**src/dmarf_pkg.sv**
```systemverilog
package dmarf_pkg;

   localparam int CHANNELS_DEFAULT = 7;
   localparam int SLOTS_PER_CHANNEL = 4;

   localparam logic [1:0] CMD_READ  = 2'd0;
   localparam logic [1:0] CMD_WRITE = 2'd1;
   localparam logic [1:0] CMD_DONE  = 2'd2;

   localparam logic [1:0] SLOT_ADDRESS = 2'd0;
   localparam logic [1:0] SLOT_BLOCK   = 2'd1;
   localparam logic [1:0] SLOT_CONTROL = 2'd2;
   localparam logic [1:0] SLOT_SPARE   = 2'd3;

   localparam logic [2:0] HARDWIRED_CHANNEL = 3'd6;

   localparam logic [31:0] CTRL_MASK     = 32'h9177_0703;
   localparam logic [31:0] CTRL6_KEEP    = 32'h5100_0000;
   localparam logic [31:0] CTRL6_SET     = 32'h0000_0002;
   localparam logic [31:0] CTRL_START    = 32'h0100_0000;
   localparam logic [31:0] IRQ_CLR_MASK  = 32'h7FFF_803F;
   localparam logic [31:0] IRQ_LOAD_MASK = 32'h00FF_803F;
   localparam logic [31:0] IRQ_FLAGS     = 32'h7F00_0000;
   localparam logic [31:0] IRQ_MASTER    = 32'h8000_0000;
   localparam logic [31:0] IRQ_FORCE     = 32'h0000_8000;
   localparam logic [31:0] IRQ_ENABLE    = 32'h0080_0000;
   localparam logic [31:0] IRQ_FLAG0     = 32'h0100_0000;
   localparam logic [31:0] ADDR_MASK     = 32'h00FF_FFFF;

   localparam logic [6:0] OFS_PRIORITY    = 7'h70;
   localparam logic [6:0] OFS_IRQ         = 7'h74;
   localparam logic [6:0] OFS_COMMON_MASK = 7'h7C;

   // Master bit: force sets it, a clear enable drops it, an enabled flag sets it,
   // and otherwise it keeps its old value.
   function automatic logic [31:0] update_master(input logic [31:0] irq);
      logic [31:0] r;
      r = irq;
      if ((irq & IRQ_FORCE) != '0) begin
         r = irq | IRQ_MASTER;
      end else if ((irq & IRQ_ENABLE) == '0) begin
         r = irq & ~IRQ_MASTER;
      end else if ((irq[22:16] & irq[30:24]) != '0) begin
         r = irq | IRQ_MASTER;
      end
      return r;
   endfunction

endpackage

```
**src/dmarf_ifs.sv**
```systemverilog
interface dmarf_req_if;
   logic        valid;
   logic        ready;
   logic [1:0]  cmd;
   logic [6:0]  reg_offset;
   logic [31:0] write_data;
   logic [2:0]  done_channel;

   modport source (output valid, output cmd, output reg_offset, output write_data,
                    output done_channel, input ready);
   modport sink (input valid, input cmd, input reg_offset, input write_data,
                 input done_channel, output ready);
endinterface

interface dmarf_rsp_if;
   logic        valid;
   logic        ready;
   logic [31:0] read_data;
   logic        irq_pulse;

   modport source (output valid, output read_data, output irq_pulse, input ready);
   modport sink (input valid, input read_data, input irq_pulse, output ready);
endinterface

```
**src/dmarf_ram.sv**
```systemverilog
module dmarf_ram #(
   parameter int WIDTH = 32,
   parameter int DEPTH = 28
) (
   input  logic                     clock,
   input  logic                     wr_en,
   input  logic [$clog2(DEPTH)-1:0] wr_addr,
   input  logic [WIDTH-1:0]         wr_data,
   input  logic                     rd_en,
   input  logic [$clog2(DEPTH)-1:0] rd_addr,
   output logic [WIDTH-1:0]         rd_data
);

   logic [WIDTH-1:0] mem_ff [DEPTH];

   always_ff @(posedge clock) begin
      if (wr_en) begin
         mem_ff[wr_addr] <= wr_data;
      end
      if (rd_en) begin
         rd_data <= mem_ff[rd_addr];
      end
   end

endmodule

```
**src/dma_register_file_with_irq.sv**
```systemverilog
// An accepted transfer registers its command and the read of the channel register RAM;
// the result then goes to the output register, and a result still waiting there holds
// the item, and the input, back. Items are taken one at a time: the input is closed from
// acceptance until the result and any write back to the channel register RAM are done.
// Reset is synchronous and active high: it clears the priority and interrupt
// registers and the per-entry valid bits of the RAM, so no clearing pass runs.
module dma_register_file_with_irq #(
   parameter int CHANNELS = dmarf_pkg::CHANNELS_DEFAULT
) (
   input logic          clock,
   input logic          reset,
   dmarf_req_if.sink    req_chan,
   dmarf_rsp_if.source  rsp_chan
);

   localparam int DEPTH = CHANNELS * dmarf_pkg::SLOTS_PER_CHANNEL;
   localparam int AW    = $clog2(DEPTH);

   localparam logic ST_IDLE = 1'b0;
   localparam logic ST_EXEC = 1'b1;

   logic              state_ff, state_in;
   logic              rsp_valid_ff, rsp_valid_in;
   logic [31:0]       rsp_read_data_ff;
   logic              rsp_irq_pulse_ff;
   logic [DEPTH-1:0]  valid_ff, valid_in;
   logic [31:0]       irq_ff, irq_in;
   logic [31:0]       priority_ff, priority_in;
   logic              rd_valid_ff;
   logic [1:0]        cmd_ff;
   logic [6:0]        ofs_ff;
   logic [31:0]       data_ff;
   logic [2:0]        dch_ff;

   logic              req_acc;
   logic              go;
   logic [4:0]        rd_sel;
   logic [AW-1:0]     rd_addr;
   logic [31:0]       ram_rd_data;
   logic [31:0]       ram_q;
   logic              wr_en;
   logic [4:0]        wr_sel;
   logic [AW-1:0]     wr_addr;
   logic [31:0]       wr_data;
   logic [31:0]       rd_result;
   logic              pulse;
   logic              in_chan;
   logic              dch_ok;
   logic [6:0]        common_ofs;
   logic [31:0]       irq_tmp;
   logic [31:0]       ctrl_tmp;

   assign req_acc        = req_chan.valid && req_chan.ready;
   assign req_chan.ready = (state_ff == ST_IDLE);
   assign go             = (state_ff == ST_EXEC) && (!rsp_valid_ff || rsp_chan.ready);

   // The RAM holds four slots per channel; a done event reads the control slot.
   assign rd_sel  = (req_chan.cmd == dmarf_pkg::CMD_DONE) ?
                    {req_chan.done_channel, dmarf_pkg::SLOT_CONTROL} :
                    req_chan.reg_offset[6:2];
   assign rd_addr = rd_sel[AW-1:0];

   dmarf_ram #(
      .WIDTH (32),
      .DEPTH (DEPTH)
   ) u_ram (
      .clock   (clock),
      .wr_en   (wr_en),
      .wr_addr (wr_addr),
      .wr_data (wr_data),
      .rd_en   (req_acc),
      .rd_addr (rd_addr),
      .rd_data (ram_rd_data)
   );

   // An entry never written since reset reads as zero.
   assign ram_q      = rd_valid_ff ? ram_rd_data : '0;
   assign in_chan    = ({1'b0, ofs_ff[6:4]} < 4'(CHANNELS));
   assign dch_ok     = ({1'b0, dch_ff} < 4'(CHANNELS));
   assign common_ofs = ofs_ff & dmarf_pkg::OFS_COMMON_MASK;
   assign wr_sel     = (cmd_ff == dmarf_pkg::CMD_DONE) ?
                       {dch_ff, dmarf_pkg::SLOT_CONTROL} : ofs_ff[6:2];
   assign wr_addr    = wr_sel[AW-1:0];

   always_comb begin
      rd_result   = '0;
      pulse       = 1'b0;
      wr_en       = 1'b0;
      wr_data     = '0;
      irq_in      = irq_ff;
      priority_in = priority_ff;
      irq_tmp     = irq_ff;
      ctrl_tmp    = data_ff & dmarf_pkg::CTRL_MASK;
      if (ofs_ff[6:4] == dmarf_pkg::HARDWIRED_CHANNEL) begin
         ctrl_tmp = (ctrl_tmp & dmarf_pkg::CTRL6_KEEP) | dmarf_pkg::CTRL6_SET;
      end
      case (cmd_ff)
         dmarf_pkg::CMD_READ: begin
            if (in_chan) begin
               if (ofs_ff[3:2] != dmarf_pkg::SLOT_SPARE) begin
                  rd_result = ram_q;
               end
            end else if (common_ofs == dmarf_pkg::OFS_PRIORITY) begin
               rd_result = priority_ff;
            end else if (common_ofs == dmarf_pkg::OFS_IRQ) begin
               rd_result = irq_ff;
            end
         end
         dmarf_pkg::CMD_WRITE: begin
            if (in_chan) begin
               case (ofs_ff[3:2])
                  dmarf_pkg::SLOT_ADDRESS: begin
                     wr_en   = 1'b1;
                     wr_data = data_ff & dmarf_pkg::ADDR_MASK;
                  end
                  dmarf_pkg::SLOT_BLOCK: begin
                     wr_en   = 1'b1;
                     wr_data = data_ff;
                  end
                  dmarf_pkg::SLOT_CONTROL: begin
                     wr_en   = 1'b1;
                     wr_data = ctrl_tmp;
                  end
                  default: begin
                     wr_en = 1'b0;
                  end
               endcase
            end else if (common_ofs == dmarf_pkg::OFS_PRIORITY) begin
               priority_in = data_ff;
            end else if (common_ofs == dmarf_pkg::OFS_IRQ) begin
               irq_tmp = (irq_ff & ~dmarf_pkg::IRQ_CLR_MASK)
                         | (data_ff & dmarf_pkg::IRQ_LOAD_MASK);
               irq_tmp = irq_tmp & ~(data_ff & dmarf_pkg::IRQ_FLAGS);
               irq_in  = dmarf_pkg::update_master(irq_tmp);
               pulse   = irq_in[31] && !irq_ff[31];
            end
         end
         dmarf_pkg::CMD_DONE: begin
            if (dch_ok) begin
               wr_en   = 1'b1;
               wr_data = ram_q & ~dmarf_pkg::CTRL_START;
               irq_tmp = irq_ff | (dmarf_pkg::IRQ_FLAG0 << dch_ff);
               irq_in  = dmarf_pkg::update_master(irq_tmp);
               pulse   = irq_in[31] && !irq_ff[31];
            end
         end
         default: begin
            rd_result = '0;
         end
      endcase
      if (!go) begin
         wr_en       = 1'b0;
         irq_in      = irq_ff;
         priority_in = priority_ff;
      end
   end

   always_comb begin
      valid_in = valid_ff;
      if (wr_en) begin
         valid_in[wr_addr] = 1'b1;
      end
   end

   always_comb begin
      state_in = state_ff;
      case (state_ff)
         ST_IDLE: begin
            if (req_acc) begin
               state_in = ST_EXEC;
            end
         end
         ST_EXEC: begin
            if (go) begin
               state_in = ST_IDLE;
            end
         end
         default: begin
            state_in = ST_IDLE;
         end
      endcase
   end

   always_comb begin
      rsp_valid_in = rsp_valid_ff;
      if (go) begin
         rsp_valid_in = 1'b1;
      end else if (rsp_chan.ready) begin
         rsp_valid_in = 1'b0;
      end
   end

   always_ff @(posedge clock) begin
      if (reset) begin
         state_ff     <= ST_IDLE;
         rsp_valid_ff <= 1'b0;
         valid_ff     <= '0;
         irq_ff       <= '0;
         priority_ff  <= '0;
      end else begin
         state_ff     <= state_in;
         rsp_valid_ff <= rsp_valid_in;
         valid_ff     <= valid_in;
         irq_ff       <= irq_in;
         priority_ff  <= priority_in;
      end
   end

   always_ff @(posedge clock) begin
      if (req_acc) begin
         cmd_ff      <= req_chan.cmd;
         ofs_ff      <= req_chan.reg_offset;
         data_ff     <= req_chan.write_data;
         dch_ff      <= req_chan.done_channel;
         rd_valid_ff <= valid_ff[rd_addr];
      end
      if (go) begin
         rsp_read_data_ff <= rd_result;
         rsp_irq_pulse_ff <= pulse;
      end
   end

   assign rsp_chan.valid     = rsp_valid_ff;
   assign rsp_chan.read_data = rsp_read_data_ff;
   assign rsp_chan.irq_pulse = rsp_irq_pulse_ff;

endmodule

```
**src/flat_wrapper.sv**
```systemverilog
// flat-port wrapper written by rule: the top's interface ports become plain ports
module dma_register_file_with_irq_flat 
#(
   parameter int CHANNELS = dmarf_pkg::CHANNELS_DEFAULT
)
  (clock, reset, req_chan_valid, req_chan_cmd, req_chan_reg_offset, req_chan_write_data, req_chan_done_channel, req_chan_ready, rsp_chan_valid, rsp_chan_read_data, rsp_chan_irq_pulse, rsp_chan_ready);
  dmarf_req_if req_chan_i ();
  dmarf_rsp_if rsp_chan_i ();
  input logic clock;
  input logic reset;
  input wire logic [$bits(req_chan_i.valid)-1:0] req_chan_valid;
  input wire logic [$bits(req_chan_i.cmd)-1:0] req_chan_cmd;
  input wire logic [$bits(req_chan_i.reg_offset)-1:0] req_chan_reg_offset;
  input wire logic [$bits(req_chan_i.write_data)-1:0] req_chan_write_data;
  input wire logic [$bits(req_chan_i.done_channel)-1:0] req_chan_done_channel;
  output wire logic [$bits(req_chan_i.ready)-1:0] req_chan_ready;
  output wire logic [$bits(rsp_chan_i.valid)-1:0] rsp_chan_valid;
  output wire logic [$bits(rsp_chan_i.read_data)-1:0] rsp_chan_read_data;
  output wire logic [$bits(rsp_chan_i.irq_pulse)-1:0] rsp_chan_irq_pulse;
  input wire logic [$bits(rsp_chan_i.ready)-1:0] rsp_chan_ready;
  assign req_chan_i.valid = req_chan_valid;
  assign req_chan_i.cmd = req_chan_cmd;
  assign req_chan_i.reg_offset = req_chan_reg_offset;
  assign req_chan_i.write_data = req_chan_write_data;
  assign req_chan_i.done_channel = req_chan_done_channel;
  assign req_chan_ready = req_chan_i.ready;
  assign rsp_chan_valid = rsp_chan_i.valid;
  assign rsp_chan_read_data = rsp_chan_i.read_data;
  assign rsp_chan_irq_pulse = rsp_chan_i.irq_pulse;
  assign rsp_chan_i.ready = rsp_chan_ready;
  dma_register_file_with_irq #(.CHANNELS(CHANNELS)) u_core (.clock(clock), .reset(reset), .req_chan(req_chan_i), .rsp_chan(rsp_chan_i));
endmodule
```
**config.mk**
```make
export PLATFORM = sky130hd
export DESIGN_NAME = dma_register_file_with_irq_flat
export DESIGN_NICKNAME = d
export VERILOG_FILES = /design/src/dmarf_pkg.sv /design/src/dmarf_ifs.sv /design/src/dmarf_ram.sv /design/src/dma_register_file_with_irq.sv /design/src/flat_wrapper.sv
export SDC_FILE = /design/constraint.sdc
export NUM_CORES = 1
export LEC_CHECK = 0
export BUFFER_PORTS_ARGS = -buffer_cell sky130_fd_sc_hd__buf_2
export CAP_MARGIN = 40
export CORE_ASPECT_RATIO = 0.5
export CORE_MARGIN = 8
export CORE_UTILIZATION = 30
export CTS_CLUSTER_SIZE = 25
export DETAILED_ROUTE_END_ITERATION = 16
export PLACE_DENSITY = 0.43
export SLEW_MARGIN = 20
export SYNTH_ARGS = -nofsm -noshare
export SYNTH_HDL_FRONTEND = slang
export SYNTH_SLANG_ARGS = --single-unit
```
**constraint.sdc**
```tcl
create_clock -name clock -period 6.45 [get_ports clock]
set_input_delay 1.6125 -clock clock [delete_from_list [all_inputs] [get_ports clock]]
set_output_delay 1.6125 -clock clock [all_outputs]
set_load 0.05 [all_outputs]
```
==> flow_summary.json, run 1 <==
{
  "outcome": "finished clean",
  "power_density_nw_per_um2": 302,
  "hold_buffer_count_at_cts": 0,
  "wire_length_per_cell_um": 26.6,
  "final_critical_path_setup_slack_ns": 2.33,
  "detail_route.drc_violations": 0,
  "floorplan.rows": 98,
  "synth.top_cell.area_share_pct": 70.1,
  "setup_total_negative_slack_ns": 0,
  "first_pass_grt_wire_length_mm": 194,
  "initial_core_util_pct": 30.2,
  "gpl.final_weighted_congestion": 0.754,
  "worst_path_most_repeated_cell": "sky130_fd_sc_hd__nand2_1",
  "place_hpwl_mm": 78.6,
  "rr_startpoint": "u_core.cmd_ff[1]$_DFFE_PP_",
  "cts_setup_buffers": 0,
  "via_per_inst": 5.08,
  "cp.depth": 9,
  "timing.max_cap.violations": 0,
  "power_frac_clock_pct": 41.1,
  "final.period_utilization_pct": 63.8,
  "first_global_vias": 25600,
  "drive_gt1_share_pct": 14.1,
  "grt_setup_unrepaired": "false",
  "critical_path.max_stage_delay_ns": 0.57,
  "synth_async_sr_flop_share_pct": 0,
  "ctsHtreeMaxLevel": 3,
  "p_sw_w": 0.00361,
  "crit_chain": "buf_2 > inv_1 > o21ai_4 > buf_12 > buf_4 > nand2_1 > nand2_1 > nand3_1 > nand4_1",
  "postSynthAreaPerCell_sq_um": 14.9,
  "power_leakage_nw": 17.2,
  "crit_path_max_fanout": 44,
  "min_period_ns": 4.12,
  "cts_buffer_depth": 3,
  "reg2reg_depth": 7,
  "cts_tree": "done",
  "grt_overflow": 0,
  "critPathBufInv": 4,
  "worst_hold_slack_ns": 0.455,
  "worstMarginPinSlew_ns": 1.10,
  "globalRouteTotalUtil_pct": 17.2,
  "totalWireLength_mm": 139,
  "cp_data_required_time_ns": 6.93,
  "reg2reg_setup_slack_ns": 2.73,
  "critPathLaunch": "req_chan_reg_offset[3]",
  "worst_skew_pair.late_latency_ns": 0.72,
  "synthCells": 2894,
  "design.die.area_sq_um": 156000,
  "power.share.switching_pct": 23.5,
  "pre_cts_slack_ns": 1.68,
  "cts_num_sinks": 1089,
  "yosys.area.top_type": "sky130_fd_sc_hd__edfxtp_1",
  "vdd_drop_max_mv": 0.185,
  "layout.filler_cells": 13700,
  "detailedRoute.firstIterationViolations": 2651,
  "detail-route-antenna-nets": 0,
  "post_cts_resize_count": 0,
  "timing.critical_path.to_type": "flop",
  "ctsRootBufferMaster": "sky130_fd_sc_hd__clkbuf_16",
  "ys.warnings.count": 0,
  "syn-cell-area_sq_um": 43000,
  "worstHoldPathType": "reg -> reg",
  "timing.fmax_ghz": 0.243,
  "die-height_um": 284,
  "internal_power_w": 0.0117,
  "placed_cells_incl_taps": 5010,
  "critical-path-top-delay-family": "buffers and inverters",
  "postSynth.topFlopCell": "sky130_fd_sc_hd__edfxtp_1",
  "top_area_cells_in_the_synthesized_netlist": "sky130_fd_sc_hd__edfxtp_1 70%, sky130_fd_sc_hd__dfxtp_1 4.0%, sky130_fd_sc_hd__mux2i_1 3.9%",
  "power_frac_comb_pct": 6.8,
  "antenna_found_initial": 6,
  "yosysUniqueCellTypes": 60,
  "setup_viol_count_final": 0,
  "layout.nets": 3275,
  "timing_max_transition_violations_final": 0,
  "sequential_area_share_after_synthesis_pct": 74.0,
  "path_class": "in -> reg",
  "slowest_stage_cell_on_the_critical_path": "sky130_fd_sc_hd__buf_2",
  "worstSetupStartpointType": "input port",
  "layoutNonFillerInstCount": 5218,
  "sequentialPowerShare_pct": 52.0,
  "layout-area-overhead-vs-synth_pct": 18.1,
  "cts-buffers-inserted": 108,
  "finalHoldViolCount": 0,
  "grt_start_max_net_pins": 77,
  "clk_pin_slew_worst_paths_ns": 0.06,
  "io-pin-count": 83,
  "cp_data_arrival_time_ns": 4.59,
  "worst_r2r_end": "u_core.u_ram.mem_ff[16][21]$_DFFE_PP_",
  "fin_total_pwr_w": 0.0153,
  "final.setup_skew_ns": 0.0266,
  "core_area_sq_um": 143000,
  "firstDrtPassIters": 5,
  "port-buffer-count": 80,
  "dr_total_vias": 26500,
  "cp-endpoint": "u_core.u_ram.rd_data[31]$_DFFE_PP_",
  "synth_enable_flop_cells": 1004,
  "worst_slew_margin_rel_pct": 26.6,
  "synth_seq_cells": 1089,
  "die_width_um": 552
}
[metal layers]
| layer | GRT usage, % | share of wire, % | vias to the layer above |
|---|---|---|---|
| li1 | - | - | 11700 |
| met1 | 26.1 | 49 | 13800 |
| met2 | 24.8 | 42 | 802 |
| met3 | 4.44 | 7.7 | 169 |
| met4 | 3.27 | 1.9 | 0 |
| met5 | 0 | 0 | - |
[placed cells by master (no fill, tap or decap), drive strengths merged, types with 24 or more instances in the layout]
| master | instances |
|---|---|
| edfxtp | 1004 |
| nand2 | 301 |
| conb | 224 |
| buf | 208 |
| nand3 | 168 |
| mux2i | 168 |
| clkbuf | 138 |
| o21ai | 135 |
| nor2 | 107 |
| a221oi | 99 |
| a21oi | 89 |
| dfxtp | 85 |
| nor2b | 81 |
| a32oi | 63 |
| clkinv | 46 |
| a31oi | 39 |
| mux2 | 38 |
| a211oi | 35 |
| a221o | 34 |
| nor3b | 34 |
| nand4 | 33 |
| or3 | 32 |
| a311oi | 32 |
| a21boi | 24 |
[cell type report]
cell class | count | area (sq um) | area share, %
multi-input combinational | 1806 | 11300 | 22.2
inverter | 11 | 41.3 | 0.0812
sequential | 1089 | 31900 | 62.7
clock inverter | 63 | 572 | 1.13
clock buffer | 138 | 2890 | 5.68
antenna | 3 | 7.51 | 0.0148
timing repair buffer | 208 | 1800 | 3.55
tap | 1900 | 2380 | 4.68
[worst min path at each step]
stage | startpoint | end | slack (ns) | cells after the start
3_3_place_gp | u_core.irq_ff[3]$_SDFFE_PP0P_ | u_core.irq_ff[3]$_SDFFE_PP0P_ | 0.44 | 2
6_report | u_core.irq_ff[1]$_SDFFE_PP0P_ | u_core.irq_ff[1]$_SDFFE_PP0P_ | 0.46 | 2
2_1_floorplan | u_core.valid_ff[19]$_SDFFE_PP0P_ | u_core.valid_ff[19]$_SDFFE_PP0P_ | 0.43 | 1
3_5_place_dp | u_core.priority_ff[11]$_SDFFE_PP0P_ | u_core.priority_ff[11]$_SDFFE_PP0P_ | 0.45 | 2
5_1_grt | u_core.priority_ff[0]$_SDFFE_PP0P_ | u_core.priority_ff[0]$_SDFFE_PP0P_ | 0.47 | 2
4_1_cts | u_core.priority_ff[9]$_SDFFE_PP0P_ | u_core.priority_ff[9]$_SDFFE_PP0P_ | 0.46 | 2
[kinds of logic (layout without fill, tap and decap cells)]
logic type / count (synthesis) / count (layout) / share of synthesized area (%)
flip-flops: 1089 / 1089 / 74.0
AND/OR/NAND/NOR: 784 / 784 / 8.68
AO/OA/AOI/OAI: 588 / 588 / 9.84
buffers and inverters: 222 / 420 / 2.35
multiplexers: 207 / 207 / 4.99
adder cells (fa/ha/maj): 3 / 3 / 0.0873
other: 1 / 227 / 0.00872
[power groups by stage]
stage | Sequential [W] | Combinational [W] | Clock [W]
floorplan | 0.00810 | 0.000567 | 0
global placement | 0.00812 | 0.00102 | 0
detailed placement | 0.00812 | 0.00104 | 0
CTS | 0.00797 | 0.00104 | 0.00646
global route | 0.00798 | 0.00113 | 0.00672
finish | 0.00797 | 0.00105 | 0.00631
[through the flow]
step | area (sq um) | util, %
after floorplan | 43900 | -
after global placement | 47000 | 33.0
after global routing | 50800 | 35.6
final | 50800 | 35.6
after detailed placement | 47300 | 33.2
after CTS | 50700 | 35.6
[synthesized netlist by cell type (15+ instances only)]
cell type,instances
sky130_fd_sc_hd__a221o_1,34
sky130_fd_sc_hd__a21oi_1,89
sky130_fd_sc_hd__a311oi_1,32
sky130_fd_sc_hd__a221oi_1,96
sky130_fd_sc_hd__a31oi_1,39
sky130_fd_sc_hd__buf_2,54
sky130_fd_sc_hd__a21boi_0,24
sky130_fd_sc_hd__o21ba_2,15
sky130_fd_sc_hd__nand3_1,168
sky130_fd_sc_hd__clkbuf_1,127
sky130_fd_sc_hd__nor2_1,106
sky130_fd_sc_hd__mux2_2,37
sky130_fd_sc_hd__buf_4,15
sky130_fd_sc_hd__nor2b_1,81
sky130_fd_sc_hd__nand4_1,33
sky130_fd_sc_hd__a211oi_1,34
sky130_fd_sc_hd__mux2i_1,167
sky130_fd_sc_hd__edfxtp_1,1004
sky130_fd_sc_hd__or3_1,32
sky130_fd_sc_hd__nand2_1,300
sky130_fd_sc_hd__nor3b_1,34
sky130_fd_sc_hd__dfxtp_1,85
sky130_fd_sc_hd__a32oi_1,62
sky130_fd_sc_hd__o21ai_0,134
[registers in the layout, indices dropped and copies added (netlist names)]
| name | cells |
|---|---|
| u_core.irq_ff | 23 |
| u_core.u_ram.mem_ff | 896 |
| u_core.dch_ff | 3 |
| u_core.ofs_ff | 5 |
| u_core.rd_valid_ff | 1 |
| u_core.cmd_ff | 2 |
| u_core.rsp_chan.valid | 1 |
| u_core.state_ff | 1 |
| u_core.data_ff | 32 |
| u_core.priority_ff | 32 |
| u_core.u_ram.rd_data | 32 |
| u_core.rsp_chan.irq_pulse | 1 |
| u_core.valid_ff | 28 |
| u_core.rsp_chan.read_data | 32 |
[worst min-delay path, stage by stage (launching register included)]
cell	delay (ns)
sky130_fd_sc_hd__dfxtp_1	0.31
sky130_fd_sc_hd__nand2_1	0.05
sky130_fd_sc_hd__a21oi_1	0.05
Note: power is estimated with default switching activity, not from simulation.
==> run 2, diff against run 1 <==
--- a/config.mk
+++ b/config.mk
@@ -12,7 +12,7 @@
 export CORE_UTILIZATION = 30
 export CTS_CLUSTER_SIZE = 25
 export DETAILED_ROUTE_END_ITERATION = 16
-export PLACE_DENSITY = 0.43
+export PLACE_DENSITY = 0.45
 export SLEW_MARGIN = 20
 export SYNTH_ARGS = -nofsm -noshare
 export SYNTH_HDL_FRONTEND = slang
==> constraint.sdc (replaced) <==
create_clock -name clock -period 3.5 [get_ports clock]
set_input_delay 0.875 -clock clock [delete_from_list [all_inputs] [get_ports clock]]
set_output_delay 0.875 -clock clock [all_outputs]
set_load 0.05 [all_outputs]
==> run 2 against run 1 <==
Net effect: power increased by 84%; count of clock-buffer cells in the layout increased by 8; critical endpoint is now u_core.u_ram.mem_ff[25][9]$_DFFE_PP_; combinational power increased by 84%; sequential power increased by 84%; final area increased by 0.95%; utilization increased by 0.34 points; sequential share of layout area decreased by 0.59 points; wire length decreased by 3.5%; final cell count increased by 0.69%; non-clock buffer count increased by 38; hold slack got worse by 0.11 ns; register-to-register slack got worse by 2.1 ns.
==> flow_summary.json, run 2 (synthesis gave the netlist of run 1 again) <==
{
  "outcome": "finished clean",
  "place_hpwl_mm": 78.1,
  "min_period_ns": 2.86,
  "ctsHtreeMaxLevel": 3,
  "critPathBufInv": 3,
  "timing.fmax_ghz": 0.350,
  "detail-route-antenna-nets": 0,
  "timing_max_transition_violations_final": 0,
  "layout.core_utilization_pct": 36.0,
  "multiInputGateArea_sq_um": 11300,
  "power_leakage_nw": 17.4,
  "crit_chain": "inv_1 > ha_1 > inv_1 > o32ai_1 > nand2_1 > nor2_4 > buf_12",
  "cts-buffers-inserted": 108,
  "worstMarginPinSlew_ns": 0.815,
  "wire_length_per_cell_um": 25.5,
  "gpl.final_weighted_congestion": 0.763,
  "regMostFlops": "u_core.u_ram.mem_ff",
  "cts_setup_buffers": 0,
  "post_dp_cell_area_sq_um": 47800,
  "die-height_um": 284,
  "layout_common_cells": "1004 x sky130_fd_sc_hd__edfxtp_1, 298 x sky130_fd_sc_hd__nand2_1, 224 x sky130_fd_sc_hd__conb_1",
  "detailedRoute.firstIterationViolations": 2534,
  "worst_path_most_repeated_cell": "sky130_fd_sc_hd__inv_1",
  "reg2reg_setup_slack_ns": 0.64,
  "finalHoldViolCount": 0,
  "path_class": "reg -> reg",
  "worstSetupStartpointType": "flop",
  "layout-area-overhead-vs-synth_pct": 19.3,
  "worst_skew_pair.late_latency_ns": 0.70,
  "final.period_utilization_pct": 81.7,
  "first_pass_grt_wire_length_mm": 189,
  "initial_core_util_pct": 30.2,
  "number_of_flip_flops_under_the_largest_register_name": 896,
  "antenna_found_initial": 9,
  "slowest_stage_cell_on_the_critical_path": "sky130_fd_sc_hd__o32ai_1",
  "hold_buffer_count_at_cts": 0,
  "design.die.area_sq_um": 156000,
  "grt_overflow": 0,
  "crit_path_max_fanout": 28,
  "final.setup_skew_ns": 0.0254,
  "first_global_vias": 25900,
  "clk_pin_slew_worst_paths_ns": 0.06,
  "critical_path.max_stage_delay_ns": 0.42,
  "power_density_nw_per_um2": 550,
  "layout.nets": 3313,
  "grt_start_max_net_pins": 77,
  "layout.filler_cells": 13700,
  "post_cts_resize_count": 0,
  "timing.max_cap.violations": 0,
  "port-buffer-count": 80,
  "core_area_sq_um": 143000,
  "critical-path-top-delay-family": "simple AND/OR/NAND/NOR gates",
  "globalRouteTotalUtil_pct": 16.6,
  "worst_slew_margin_rel_pct": 45.7,
  "setup_viol_count_final": 0,
  "timing.critical_path.to_type": "flop",
  "most_frequent_standard_cell_in_the_layout_excluding_fill_and_tap_cells": "sky130_fd_sc_hd__edfxtp_1",
  "sequential_cell_area_sq_um": 31900,
  "met3RoutedLength_mm": 9.12,
  "firstDrtPassIters": 5,
  "cts_buffer_depth": 3,
  "worst_hold_slack_ns": 0.350,
  "met2_wirelength_mm": 57.1,
  "placed_cells_incl_taps": 5052,
  "drive_gt1_share_pct": 15.1,
  "cts_tree": "done",
  "vdd_drop_max_mv": 0.387,
  "ctsRootBufferMaster": "sky130_fd_sc_hd__clkbuf_16",
  "floorplan.rows": 98,
  "cts_num_sinks": 1089,
  "die_width_um": 552,
  "via_per_inst": 5.06,
  "dr_total_vias": 26600,
  "io-pin-count": 83,
  "cp_data_arrival_time_ns": 3.22,
  "final_cell_area_sq_um": 51300,
  "grt_setup_unrepaired": "false",
  "metal1_wirelength_mm": 65.3,
  "totalWireLength_mm": 134,
  "detail_route.drc_violations": 0,
  "setup_total_negative_slack_ns": 0,
  "layoutNonFillerInstCount": 5254,
  "worstHoldPathType": "in -> reg",
  "maxUsedRoutingLayer": "met4",
  "cp_data_required_time_ns": 3.86
}
-- run 2: final timing paths --
kind | cells past startpoint | to | start
setup / recovery | 7 | u_core.u_ram.mem_ff[25][9]$_DFFE_PP_ | u_core.cmd_ff[0]$_DFFE_PP_
hold / removal | 1 | u_core.data_ff[19]$_DFFE_PP_ | req_chan_write_data[19]
setup reg to reg | 7 | u_core.u_ram.mem_ff[25][9]$_DFFE_PP_ | u_core.cmd_ff[0]$_DFFE_PP_
hold reg to reg | 2 | u_core.irq_ff[0]$_SDFFE_PP0P_ | u_core.irq_ff[0]$_SDFFE_PP0P_
-- run 2: area by class of cell --
type / instances / share of cell area, %
repair buffers: 246 / 4.46
clock buffers: 146 / 5.71
well taps: 1900 / 4.63
diodes: 1 / 0.00488
multi-input cells: 1806 / 22.0
clock inverters: 55 / 1.07
flip-flops and latches: 1089 / 62.1
inverters: 11 / 0.0805
-- run 2: layer usage --
metal  vias up  global-route usage, %
met5         -                      0
met1     13800                   25.3
met3       137                   3.34
met4         0                   3.36
li1      11800                      -
met2       813                   24.2
-- run 2: power by group --
part | switching (W) | total [W] | internal [W]
clock network | 0.00497 | 0.0116 | 0.00660
logic | 0.00134 | 0.00193 | 0.000583
registers | 0.000211 | 0.0147 | 0.0145
-- run 2: stage by stage --
step / setup slack [ns] / power, W
after floorplan: -0.368 / 0.0160
after global placement: 0.344 / 0.0169
after detailed placement: 0.359 / 0.0169
after CTS: 0.660 / 0.0285
after global routing: 0.428 / 0.0291
final: 0.642 / 0.0282
